==> src/sv/pstr_pkg.sv <==
// Shared constants and types for the perimeter span to rectangles block.
`timescale 1ns / 1ps

package pstr_pkg;

   // Widths of the request and response fields.
   localparam int IN_W    = 12;
   localparam int COORD_W = 8;
   localparam int RUN_W   = 3;

   // Outline layout: five runs, up to three pieces per request.
   localparam int RUN_COUNT   = 5;
   localparam int PIECE_COUNT = 3;
   localparam int SLOT_COUNT  = PIECE_COUNT * RUN_COUNT;

   // Piece slots, in the order they are emitted.
   localparam int PIECE_HEAD = 0;
   localparam int PIECE_TAIL = 1;
   localparam int PIECE_MAIN = 2;

   // Per-run direction flags, bit r belongs to run r.
   localparam logic [RUN_COUNT-1:0] RUN_HORIZ = 5'b10101;
   localparam logic [RUN_COUNT-1:0] RUN_UP    = 5'b10011;

   // One finished rectangle.
   typedef struct packed {
      logic [COORD_W-1:0] x;
      logic [COORD_W-1:0] y;
      logic [COORD_W-1:0] w;
      logic [COORD_W-1:0] h;
      logic [RUN_W-1:0]   run;
      logic               last;
   } rect_type;

endpackage

==> src/sv/perimeter_span_to_rects.sv <==
// Top level: turns a stretch of outline positions into band fill rectangles.
`timescale 1ns / 1ps

//  channel   ports                               handshake
//  request   req_from_pos, req_to_pos            start & !busy
//  response  rsp_rect_x/y/w/h, rsp_run_index,    rsp_valid, one cycle each
//            rsp_last
//
// A request is registered and cut into up to three pieces (head, tail, main),
// each clipped against the five runs: fifteen slots in all.
// One rectangle leaves per cycle from the slot select logic, so the rectangles of a
// request leave one after another. The pieces and pending slots are registered at
// acceptance, and each selected rectangle is registered again before the ports.
// busy is high while more than one rectangle of the current request remains,
// so the next request is taken in the cycle its predecessor's last rectangle goes.
// Reset is synchronous and clears the pending slots and the response strobe.
// The receiver cannot stall: each result is on the ports for exactly one cycle.

module perimeter_span_to_rects
   import pstr_pkg::*;
#(
   parameter int SCREEN_WIDTH   = 144,
   parameter int SCREEN_HEIGHT  = 168,
   parameter int BAND_THICKNESS = 6
) (
   input  logic                      clock,
   input  logic                      reset,
   input  logic                      start,
   output logic                      busy,
   input  logic signed [IN_W-1:0]    req_from_pos,
   input  logic signed [IN_W-1:0]    req_to_pos,
   output logic                      rsp_valid,
   output logic [COORD_W-1:0]        rsp_rect_x,
   output logic [COORD_W-1:0]        rsp_rect_y,
   output logic [COORD_W-1:0]        rsp_rect_w,
   output logic [COORD_W-1:0]        rsp_rect_h,
   output logic [RUN_W-1:0]          rsp_run_index,
   output logic                      rsp_last
);

   localparam int PERIM_LEN = 2 * SCREEN_WIDTH + 2 * SCREEN_HEIGHT;
   localparam int POS_W     = $clog2((1 << (IN_W - 1)) + PERIM_LEN + 1) + 1;
   localparam int HALF_W    = SCREEN_WIDTH / 2;

   localparam logic signed [POS_W-1:0] PERIM = POS_W'(PERIM_LEN);
   localparam logic signed [POS_W-1:0] ZERO  = POS_W'(0);
   localparam logic [COORD_W-1:0]      BAND  = COORD_W'(BAND_THICKNESS);

   // Run table: where each run opens, its length, band edge and start coordinate.
   localparam logic signed [POS_W-1:0] RUN_BASE [RUN_COUNT] = '{
      POS_W'(0),
      POS_W'(HALF_W),
      POS_W'(HALF_W + SCREEN_HEIGHT),
      POS_W'(HALF_W + SCREEN_HEIGHT + SCREEN_WIDTH),
      POS_W'(HALF_W + 2 * SCREEN_HEIGHT + SCREEN_WIDTH)
   };
   localparam logic signed [POS_W-1:0] RUN_LEN [RUN_COUNT] = '{
      POS_W'(HALF_W),
      POS_W'(SCREEN_HEIGHT),
      POS_W'(SCREEN_WIDTH),
      POS_W'(SCREEN_HEIGHT),
      POS_W'(HALF_W)
   };
   localparam logic signed [POS_W-1:0] RUN_EDGE [RUN_COUNT] = '{
      POS_W'(0),
      POS_W'(SCREEN_WIDTH - BAND_THICKNESS),
      POS_W'(SCREEN_HEIGHT - BAND_THICKNESS),
      POS_W'(0),
      POS_W'(0)
   };
   localparam logic signed [POS_W-1:0] RUN_ORIGIN [RUN_COUNT] = '{
      POS_W'(HALF_W),
      POS_W'(0),
      POS_W'(SCREEN_WIDTH),
      POS_W'(SCREEN_HEIGHT),
      POS_W'(0)
   };

   logic signed [POS_W-1:0] piece_from_ff [PIECE_COUNT];
   logic signed [POS_W-1:0] piece_to_ff   [PIECE_COUNT];
   logic signed [POS_W-1:0] piece_from_in [PIECE_COUNT];
   logic signed [POS_W-1:0] piece_to_in   [PIECE_COUNT];
   logic [SLOT_COUNT-1:0]   pend_ff;
   logic [SLOT_COUNT-1:0]   pend_in;

   logic signed [POS_W-1:0] slot_lo [SLOT_COUNT];
   logic signed [POS_W-1:0] slot_hi [SLOT_COUNT];
   logic [SLOT_COUNT-1:0]   slot_hit;
   logic [SLOT_COUNT-1:0]   live;
   logic [SLOT_COUNT-1:0]   pick;
   logic [SLOT_COUNT-1:0]   remain;
   logic [RUN_COUNT-1:0]    run_sel;
   logic [RUN_W-1:0]        run_idx;
   logic signed [POS_W-1:0] sel_lo;
   logic signed [POS_W-1:0] sel_hi;
   logic signed [POS_W-1:0] sel_edge;
   logic signed [POS_W-1:0] sel_origin;
   logic                    sel_horiz;
   logic                    sel_up;
   logic signed [POS_W-1:0] low_pos;
   logic signed [POS_W-1:0] span;
   logic                    accept;

   logic     rsp_valid_ff;
   logic     rsp_valid_in;
   rect_type rect_ff;
   rect_type rect_in;

   // Split the incoming stretch into head, tail and main pieces.
   always_comb begin
      logic signed [POS_W-1:0] from_x;
      logic signed [POS_W-1:0] to_x;
      from_x = POS_W'(req_from_pos);
      to_x   = POS_W'(req_to_pos);
      // Head wraps the part below zero to the end of the outline.
      if (from_x < ZERO) begin
         piece_from_in[PIECE_HEAD] = from_x + PERIM;
         piece_to_in[PIECE_HEAD]   = PERIM;
      end else begin
         piece_from_in[PIECE_HEAD] = ZERO;
         piece_to_in[PIECE_HEAD]   = ZERO;
      end
      // Tail wraps the part past the perimeter to the start.
      if (to_x > PERIM) begin
         piece_from_in[PIECE_TAIL] = ZERO;
         piece_to_in[PIECE_TAIL]   = to_x - PERIM;
      end else begin
         piece_from_in[PIECE_TAIL] = ZERO;
         piece_to_in[PIECE_TAIL]   = ZERO;
      end
      piece_from_in[PIECE_MAIN] = (from_x < ZERO) ? ZERO : from_x;
      piece_to_in[PIECE_MAIN]   = (to_x > PERIM) ? PERIM : to_x;
   end

   // Clip every piece against every run, all slots side by side.
   always_comb begin
      logic signed [POS_W-1:0] lo;
      logic signed [POS_W-1:0] hi;
      for (int pc = 0; pc < PIECE_COUNT; pc++) begin
         for (int r = 0; r < RUN_COUNT; r++) begin
            lo = piece_from_ff[pc] - RUN_BASE[r];
            hi = piece_to_ff[pc] - RUN_BASE[r];
            if (lo < ZERO) begin
               lo = ZERO;
            end
            if (hi > RUN_LEN[r]) begin
               hi = RUN_LEN[r];
            end
            slot_lo[pc * RUN_COUNT + r]  = lo;
            slot_hi[pc * RUN_COUNT + r]  = hi;
            slot_hit[pc * RUN_COUNT + r] = hi > lo;
         end
      end
   end

   // Take the earliest slot still owed a rectangle.
   assign live   = pend_ff & slot_hit;
   assign pick   = live & (~live + SLOT_COUNT'(1));
   assign remain = live & ~pick;
   assign busy   = |remain;
   assign accept = start & ~busy;

   // Steer the chosen slot's extent and its run's description.
   always_comb begin
      sel_lo = ZERO;
      sel_hi = ZERO;
      for (int s = 0; s < SLOT_COUNT; s++) begin
         if (pick[s]) begin
            sel_lo = sel_lo | slot_lo[s];
            sel_hi = sel_hi | slot_hi[s];
         end
      end
      run_sel = '0;
      for (int pc = 0; pc < PIECE_COUNT; pc++) begin
         run_sel = run_sel | pick[pc * RUN_COUNT +: RUN_COUNT];
      end
      run_idx    = '0;
      sel_edge   = ZERO;
      sel_origin = ZERO;
      for (int r = 0; r < RUN_COUNT; r++) begin
         if (run_sel[r]) begin
            run_idx    = run_idx | RUN_W'(r);
            sel_edge   = sel_edge | RUN_EDGE[r];
            sel_origin = sel_origin | RUN_ORIGIN[r];
         end
      end
      sel_horiz = |(run_sel & RUN_HORIZ);
      sel_up    = |(run_sel & RUN_UP);
   end

   // Rectangle geometry: runs that count down start at the far end.
   always_comb begin
      span    = sel_hi - sel_lo;
      low_pos = sel_up ? (sel_origin + sel_lo) : (sel_origin - sel_hi);
      rect_in.run  = run_idx;
      rect_in.last = ~busy;
      if (sel_horiz) begin
         rect_in.x = low_pos[COORD_W-1:0];
         rect_in.y = sel_edge[COORD_W-1:0];
         rect_in.w = span[COORD_W-1:0];
         rect_in.h = BAND;
      end else begin
         rect_in.x = sel_edge[COORD_W-1:0];
         rect_in.y = low_pos[COORD_W-1:0];
         rect_in.w = BAND;
         rect_in.h = span[COORD_W-1:0];
      end
      rsp_valid_in = |live;
   end

   // A new request reloads every slot; otherwise the emitted one is retired.
   assign pend_in = accept ? {SLOT_COUNT{1'b1}} : remain;

   always_ff @(posedge clock) begin
      if (reset) begin
         pend_ff      <= '0;
         rsp_valid_ff <= 1'b0;
      end else begin
         pend_ff      <= pend_in;
         rsp_valid_ff <= rsp_valid_in;
      end
   end

   // Request and response payload registers.
   always_ff @(posedge clock) begin
      if (accept) begin
         piece_from_ff <= piece_from_in;
         piece_to_ff   <= piece_to_in;
      end
      rect_ff <= rect_in;
   end

   assign rsp_valid     = rsp_valid_ff;
   assign rsp_rect_x    = rect_ff.x;
   assign rsp_rect_y    = rect_ff.y;
   assign rsp_rect_w    = rect_ff.w;
   assign rsp_rect_h    = rect_ff.h;
   assign rsp_run_index = rect_ff.run;
   assign rsp_last      = rect_ff.last;

   // A response that is not the last is always followed by another.
   assert property (@(posedge clock) disable iff (reset)
      rsp_valid && !rsp_last |=> rsp_valid)
      else $error("response train broken before its last rectangle");

   // While busy, the rectangle leaving now cannot be the request's last.
   assert property (@(posedge clock) disable iff (reset)
      busy |=> rsp_valid && !rsp_last)
      else $error("busy without a following non-final response");

   // Run index always names one of the five runs.
   assert property (@(posedge clock) disable iff (reset)
      rsp_valid |-> rsp_run_index <= RUN_W'(RUN_COUNT - 1))
      else $error("run index out of range");

endmodule

==> config.mk <==
export PLATFORM = sky130hd
export DESIGN_NAME = perimeter_span_to_rects
export DESIGN_NICKNAME = d
export VERILOG_FILES = /design/src/sv/pstr_pkg.sv /design/src/sv/perimeter_span_to_rects.sv
export SDC_FILE = /design/constraint.sdc
export NUM_CORES = 1
export LEC_CHECK = 0
export BUFFER_PORTS_ARGS = -buffer_cell sky130_fd_sc_hd__buf_2
export CAP_MARGIN = 15
export CORE_MARGIN = 2
export CORE_UTILIZATION = 45
export CTS_CLUSTER_SIZE = 40
export DETAILED_ROUTE_END_ITERATION = 10
export SYNTH_ARGS = -nofsm -noshare
export SYNTH_HDL_FRONTEND = slang
export SYNTH_SLANG_ARGS = --single-unit
==> constraint.sdc <==
create_clock -name clock -period 9.7 [get_ports clock]
set_clock_uncertainty 0.05 [all_clocks]
set_input_delay 0 -clock clock [delete_from_list [all_inputs] [get_ports clock]]
set_output_delay 0 -clock clock [all_outputs]
set_load 0.03 [all_outputs]
==> results.yml, run 1 <==
setup_path:
  worstPathArrival_ps: 8830
  critPathLaunchType: "register"
  crit_top_cell: "a21oi_1"
  timing.reg2reg.worst_path_depth: 30
  required_ps: 9880
  r2r-start: "piece_to_ff[8]"
  r2r_slack_ps: 1050
  endpoint_kind: "register"
  crit_type: "register to register"
  crit_path_end: "rsp_rect_x[7]"
  slowest_delay_ps: 960
  crit_slowest_cell: "nor4_1"
  crit_start: "piece_to_ff[8]"
  crit_fanout: 19
  r2r_end: "rsp_rect_x[7]"
drt:
  drt_wl_total_um: 39900
  drtPass1Iterations: 8
  drtAntennaViolNets: 0
  routed-via-count: 11471
  avgViaCountPerCell: 6.22
  wl_per_cell_um: 21.6
  drc: 0
  first_iter_violations: 1237
finish:
  syn2layout_area_growth_pct: 8.67
  num_antenna_cells: 0
  fin_area_um2: 12700
  final_util_pct: 50.1
  final_common_cell: "nand2_1"
  layout_common_cells: "nand2_1 (155), ha_1 (131), nor2_1 (128)"
  instances_no_fill: 1845
  drive_gt1_share_pct: 9.90
  nNetsFinal: 1670
die:
  ios: 65
  die_h_um: 165
  die_w_um: 165
  core_um2: 25300
  placementRows: 58
  start_util_pct: 46.1
  die_area_um2: 27300
clock_tree:
  cts.sink_count: 103
  cts_tree: "yes"
  worstSkewPairLatency_ps: 380
  htree_num_levels: 3
  ctsResizeCount: 0
  cts_root_buffer: "clkbuf_16"
  cts_made_buffers: 9
  clock_path_buffers: 2
  path_clk_slew_ps: 90
job:
  cap_violations: 0
global_routing:
  grtUsageTotal_pct: 29.7
  gr-usage-met2_pct: 47.0
  globalRoute.totalOverflow: 0
  met3_usage_pct: 5.24
  first_global_vias: 10899
  antenna_found_initial: 0
  grt_pass1_wl_um: 62400
  gr-max-usage-layer: "met2"
  grt_max_degree: 52
  grt_use_met1_pct: 40.3
synthesis:
  yosys_register_bits: 103
  synth.cell_area_um2: 11700
  syn_area_per_cell_um2: 7.93
  ys_types: 109
  synthArstFlopShare_pct: 0
  synth.area.top_cells: "ha_1 (14%), edfxtp_1 (13%), dfxtp_1 (8.9%)"
  yosysSeqAreaShare_pct: 22.0
  synthCells: 1474
  synth_top_area_share_pct: 14.0
  synth-edff-count: 51
  synth.largest_area_cell: "ha_1"
  synth-main-ff-cell: "dfxtp_1"
  yosysWarnings: 0
placement:
  dp_cells: 1804
  dpl_cell_area_um2: 12100
  io_buffers: 64
  post-dp-hpwl_um: 30700
  gp_congestion: 1.05
sta:
  min_period_ps: 8650
  rsz0062_at_grt: "false"
  maxSlewHeadroom_pct: 25.5
  tightest_slew_ps: 1110
  period_share_pct: 89.2
  hold_viol_final: 0
  drv_slew: 0
  setup_tns_ps: 0
  finalSetupViolCount: 0
  clock.fmax_mhz: 116
status:
  status: "finished clean"
min_path:
  hp-class: "input pin to register"
-- repair_timing --
action,in CTS,in global routing
endpoints found under the hold margin,44,0
setup buffers,0,0
hold buffers,24,0
-- synth_stat cells, types with 15 or more instances --
cell,count
a21o_1,16
a21oi_1,95
a31oi_1,22
and2_1,34
and3_1,17
buf_2,25
clkbuf_1,33
dfxtp_1,52
edfxtp_1,51
ha_1,131
inv_1,64
nand2_1,155
nand2b_1,47
nand3_1,40
nand4_1,17
nor2_1,128
nor2b_1,45
nor3_1,47
nor4_1,15
o21ai_0,51
xnor2_1,57
xor2_1,28
-- through the flow --
| stage | worst slack [ps] | hold slack, ps |
|---|---|---|
| floorplan | 2820 | 48.9 |
| global placement | 1210 | 195 |
| detailed placement | 1220 | 189 |
| CTS | 1220 | 29.0 |
| global route | 474 | 56.6 |
| finish | 1050 | 45.7 |
-- area by class of cell --
cell class / instances / area, um2
Clock buffer: 9 / 225
Clock inverter: 7 / 86.3
Fill cell: 2477 / 12600
Inverter: 65 / 244
Multi-Input combinational cell: 1236 / 8530
Sequential cell: 103 / 2570
Tap cell: 330 / 413
Timing Repair Buffer: 95 / 626
-- routing by layer --
metal | routed length (um) | vias to the layer above
met5 | 0 | -
li1 | - | 5435
met4 | 1510 | 0
met3 | 3300 | 98
met1 | 17400 | 5419
met2 | 17700 | 519
-- worst min path at each step --
| stage | start | end | slack [ps] | cells after the start |
|---|---|---|---|---|
| finish | req_from_pos[11] | piece_to_ff[32] | 50 | 1 |
| global route | req_from_pos[11] | piece_to_ff[32] | 60 | 1 |
| CTS | req_from_pos[11] | piece_to_ff[32] | 30 | 1 |
| detailed placement | req_to_pos[11] | piece_to_ff[11] | 190 | 1 |
| global placement | req_to_pos[11] | piece_to_ff[11] | 190 | 1 |
| floorplan | req_from_pos[11] | piece_to_ff[32] | 50 | 0 |
-- worst max-delay path, delay by kind of cell, from the launching register on --
kind / cells / cell delay, ps
AOI/OAI and AO/OA: 11 / 2770
and+or+nand+nor: 6 / 1760
adders and majority gates: 4 / 1280
DFF: 1 / 870
xor gates and xnor gates: 5 / 770
buffers and inverters: 3 / 710
muxes: 1 / 310
-- kinds of logic (layout without fill, tap and decap cells) --
family,count (synthesis),in the layout,share of synthesized area (%)
simple gates,621,621,27.4
fa+ha+maj,135,135,14.6
xor+xnor,89,89,7.02
compound gates,376,376,22.8
mux,13,13,1.13
other cells,1,2,0.0321
buf+inv,136,176,5.00
flops,103,103,22.0
-- flip-flops by register name, summed over array words and instances, names as in the netlist --
signal and count:
rsp_rect_h 8, piece_from_ff 25, rsp_rect_y 8, piece_to_ff 26
rsp_valid 1, rsp_rect_w 8, pend_ff 15, rsp_last 1
rsp_rect_x 8, rsp_run_index 3
Power of run 1 is not shown: default switching activity piles up to over one toggle a cycle in this logic, so the estimate is an artifact.
==> run 2, diff against run 1 <==
--- a/config.mk
+++ b/config.mk
@@ -6,4 +6,5 @@
 export NUM_CORES = 1
 export LEC_CHECK = 0
+export ABC_AREA = 1
 export BUFFER_PORTS_ARGS = -buffer_cell sky130_fd_sc_hd__buf_2
 export CAP_MARGIN = 15
--- a/constraint.sdc
+++ b/constraint.sdc
@@ -3,3 +3,3 @@
 set_input_delay 0 -clock clock [delete_from_list [all_inputs] [get_ports clock]]
 set_output_delay 0 -clock clock [all_outputs]
-set_load 0.03 [all_outputs]
+set_load 0.005 [all_outputs]
==> results.yml, run 2 <==
placement:
  dp_cells: 2180
  gp_congestion: 0.975
  post-dp-hpwl_um: 33300
  io_buffers: 64
finish:
  nNetsFinal: 2037
  final_util_pct: 49.7
  regMostFlops: "piece_to_ff"
  syn2layout_area_growth_pct: 9.22
  reg_top3: "piece_to_ff (26), piece_from_ff (25), pend_ff (15)"
  num_antenna_cells: 0
  drive_gt1_share_pct: 11.0
  instances_no_fill: 2217
  fill_cells: 2722
  final_common_cell: "nand2_1"
  largest_register_ffs: 26
  layout_common_cells: "nand2_1 (456), inv_1 (268), nor2_1 (225)"
drt:
  drtAntennaViolNets: 0
  drtPass1Iterations: 5
  drt_wl_total_um: 41100
  avgViaCountPerCell: 5.49
  drc: 0
  wl_per_cell_um: 18.5
  routed-via-count: 12178
  first_iter_violations: 1130
synthesis:
  yosysMostFrequentCell: "nand2_1"
  synth-edff-count: 51
  synthArstFlopShare_pct: 0
  synthAdderAreaFrac_pct: 14.2
  yosysWarnings: 0
  syn_area_per_cell_um2: 6.51
  synth-main-ff-cell: "dfxtp_1"
  yosys_register_bits: 103
  synth_commonest_cells: "nand2_1 (456), inv_1 (269), nor2_1 (225)"
  ys_types: 70
  yosysSeqAreaShare_pct: 21.8
  synth.largest_area_cell: "nand2_1"
  synth_top_area_share_pct: 14.5
  synthMuxAreaShare_pct: 0
  synth_compound_area_share_pct: 9.99
  synthSimpleGateAreaFrac_pct: 39.1
  synth.cell_area_um2: 11800
  synth.area.top_cells: "nand2_1 (15%), ha_1 (14%), edfxtp_1 (13%)"
  synthCells: 1811
  synth_xor_area_share_pct: 3.49
  synth_top_family_by_area: "simple AND/OR/NAND/NOR gates"
min_path:
  min_from: "req_to_pos[8]"
  worstHoldEndpoint: "piece_to_ff[21]"
  min_path_cells: 3
  hp-class: "input pin to register"
setup_path:
  crit_slowest_cell: "nor2_1"
  path_buf_inv: 8
  r2r_slack_ps: 2280
  r2r-start: "piece_to_ff[4]"
  critPathLaunchType: "register"
  crit_family: "simple AND/OR/NAND/NOR gates"
  r2r_end: "rsp_rect_y[7]"
  slowest_delay_ps: 660
  crit_start: "piece_to_ff[4]"
  crit_top_cell: "nand2_1"
  crit_fanout: 11
  timing.reg2reg.worst_path_depth: 44
  required_ps: 9880
  endpoint_kind: "register"
  crit_type: "register to register"
  worstPathArrival_ps: 7600
global_routing:
  grt_max_degree: 27
  globalRoute.totalOverflow: 0
  grt_pass1_wl_um: 64500
  grtUsageTotal_pct: 29.5
  first_global_vias: 11505
  antenna_found_initial: 0
die:
  die_w_um: 166
  ios: 65
  core_um2: 25900
  die_h_um: 166
  placementRows: 59
  die_area_um2: 27500
  start_util_pct: 45.5
clock_tree:
  cts_tree: "yes"
  cts_made_buffers: 9
  htree_num_levels: 3
  cts_root_buffer: "clkbuf_16"
  worstSkewPairLatency_ps: 360
  ctsHoldBuffers: 21
  cts.sink_count: 103
  clock_path_buffers: 2
  post-cts-setup-buffer-count: 0
  ctsResizeCount: 0
  path_clk_slew_ps: 80
sta:
  maxSlewHeadroom_pct: 43.8
  holdWs_ps: 21.9
  finalSetupViolCount: 0
  setup_tns_ps: 0
  drv_slew: 0
  hold_viol_final: 0
  period_share_pct: 76.5
  clock.fmax_mhz: 135
  min_period_ps: 7420
  tightest_slew_ps: 840
  rsz0062_at_grt: "false"
status:
  status: "finished clean"
job:
  cap_violations: 0
[run 2: cell types whose count changed after synthesis, sizes merged, moves of 18 or more]
cell	delta
nand2	+320
inv	+231
nor2	+125
nand3	+87
xnor2	-53
nand2b	-47
nor2b	-45
nand4	+42
and2	-33
a31oi	-20
buf	-19
clkbuf	-18
nor3	-18
[run 2: layout make-up]
class	count	area [um2]	share of cell area [%]
well taps	335	419	3.25
clock inverters	5	45.0	0.350
clock buffers	11	264	2.05
inverters	301	1140	8.85
multi-input cells	1374	7890	61.2
repair buffers	88	553	4.29
flip-flops and latches	103	2570	20.0
[run 2: through the flow]
stage / cell area [um2] / worst slack, ps
after floorplan: 11800 / 3840
after global placement: 12400 / 2500
after detailed placement: 12400 / 2400
after CTS: 12900 / 2350
after global routing: 12900 / 1390
final: 12900 / 2280
[run 2: worst max path at each step]
stage	endpoint	depth (start not counted)	slack (ps)
final	rsp_rect_y[7]	44	2280
after global routing	rsp_rect_y[7]	45	1390
after CTS	rsp_rect_y[7]	44	2350
after detailed placement	rsp_rect_y[7]	45	2400
after global placement	rsp_rect_y[7]	44	2500
after floorplan	rsp_rect_y[7]	43	3840
[run 2: worst register-to-register path: cells and delay by family, from the launching register on]
family,cells,cell delay [ps]
flops,1,530
compound gates,5,650
simple gates,25,3530
buf+inv,8,1110
xor+xnor,2,350
fa+ha+maj,4,1060
[run 2: cell families (layout without fill, tap and decap cells)]
logic type	after synthesis	after routing
and+or+nand+nor	990	990
buffers and inverters	335	405
AOI/OAI and AO/OA	202	202
adders and majority gates	133	133
DFF	103	103
xor gates and xnor gates	47	47
other	1	2
[run 2: per-layer routing]
metal,track usage [%],share of wire [%],up-vias
li1,-,-,6000
met1,40.7,45,5595
met2,48.3,45,495
met3,3.72,6.9,88
met4,9.00,3.4,0
met5,0,0,-
Power of run 2 is left out for the same reason.
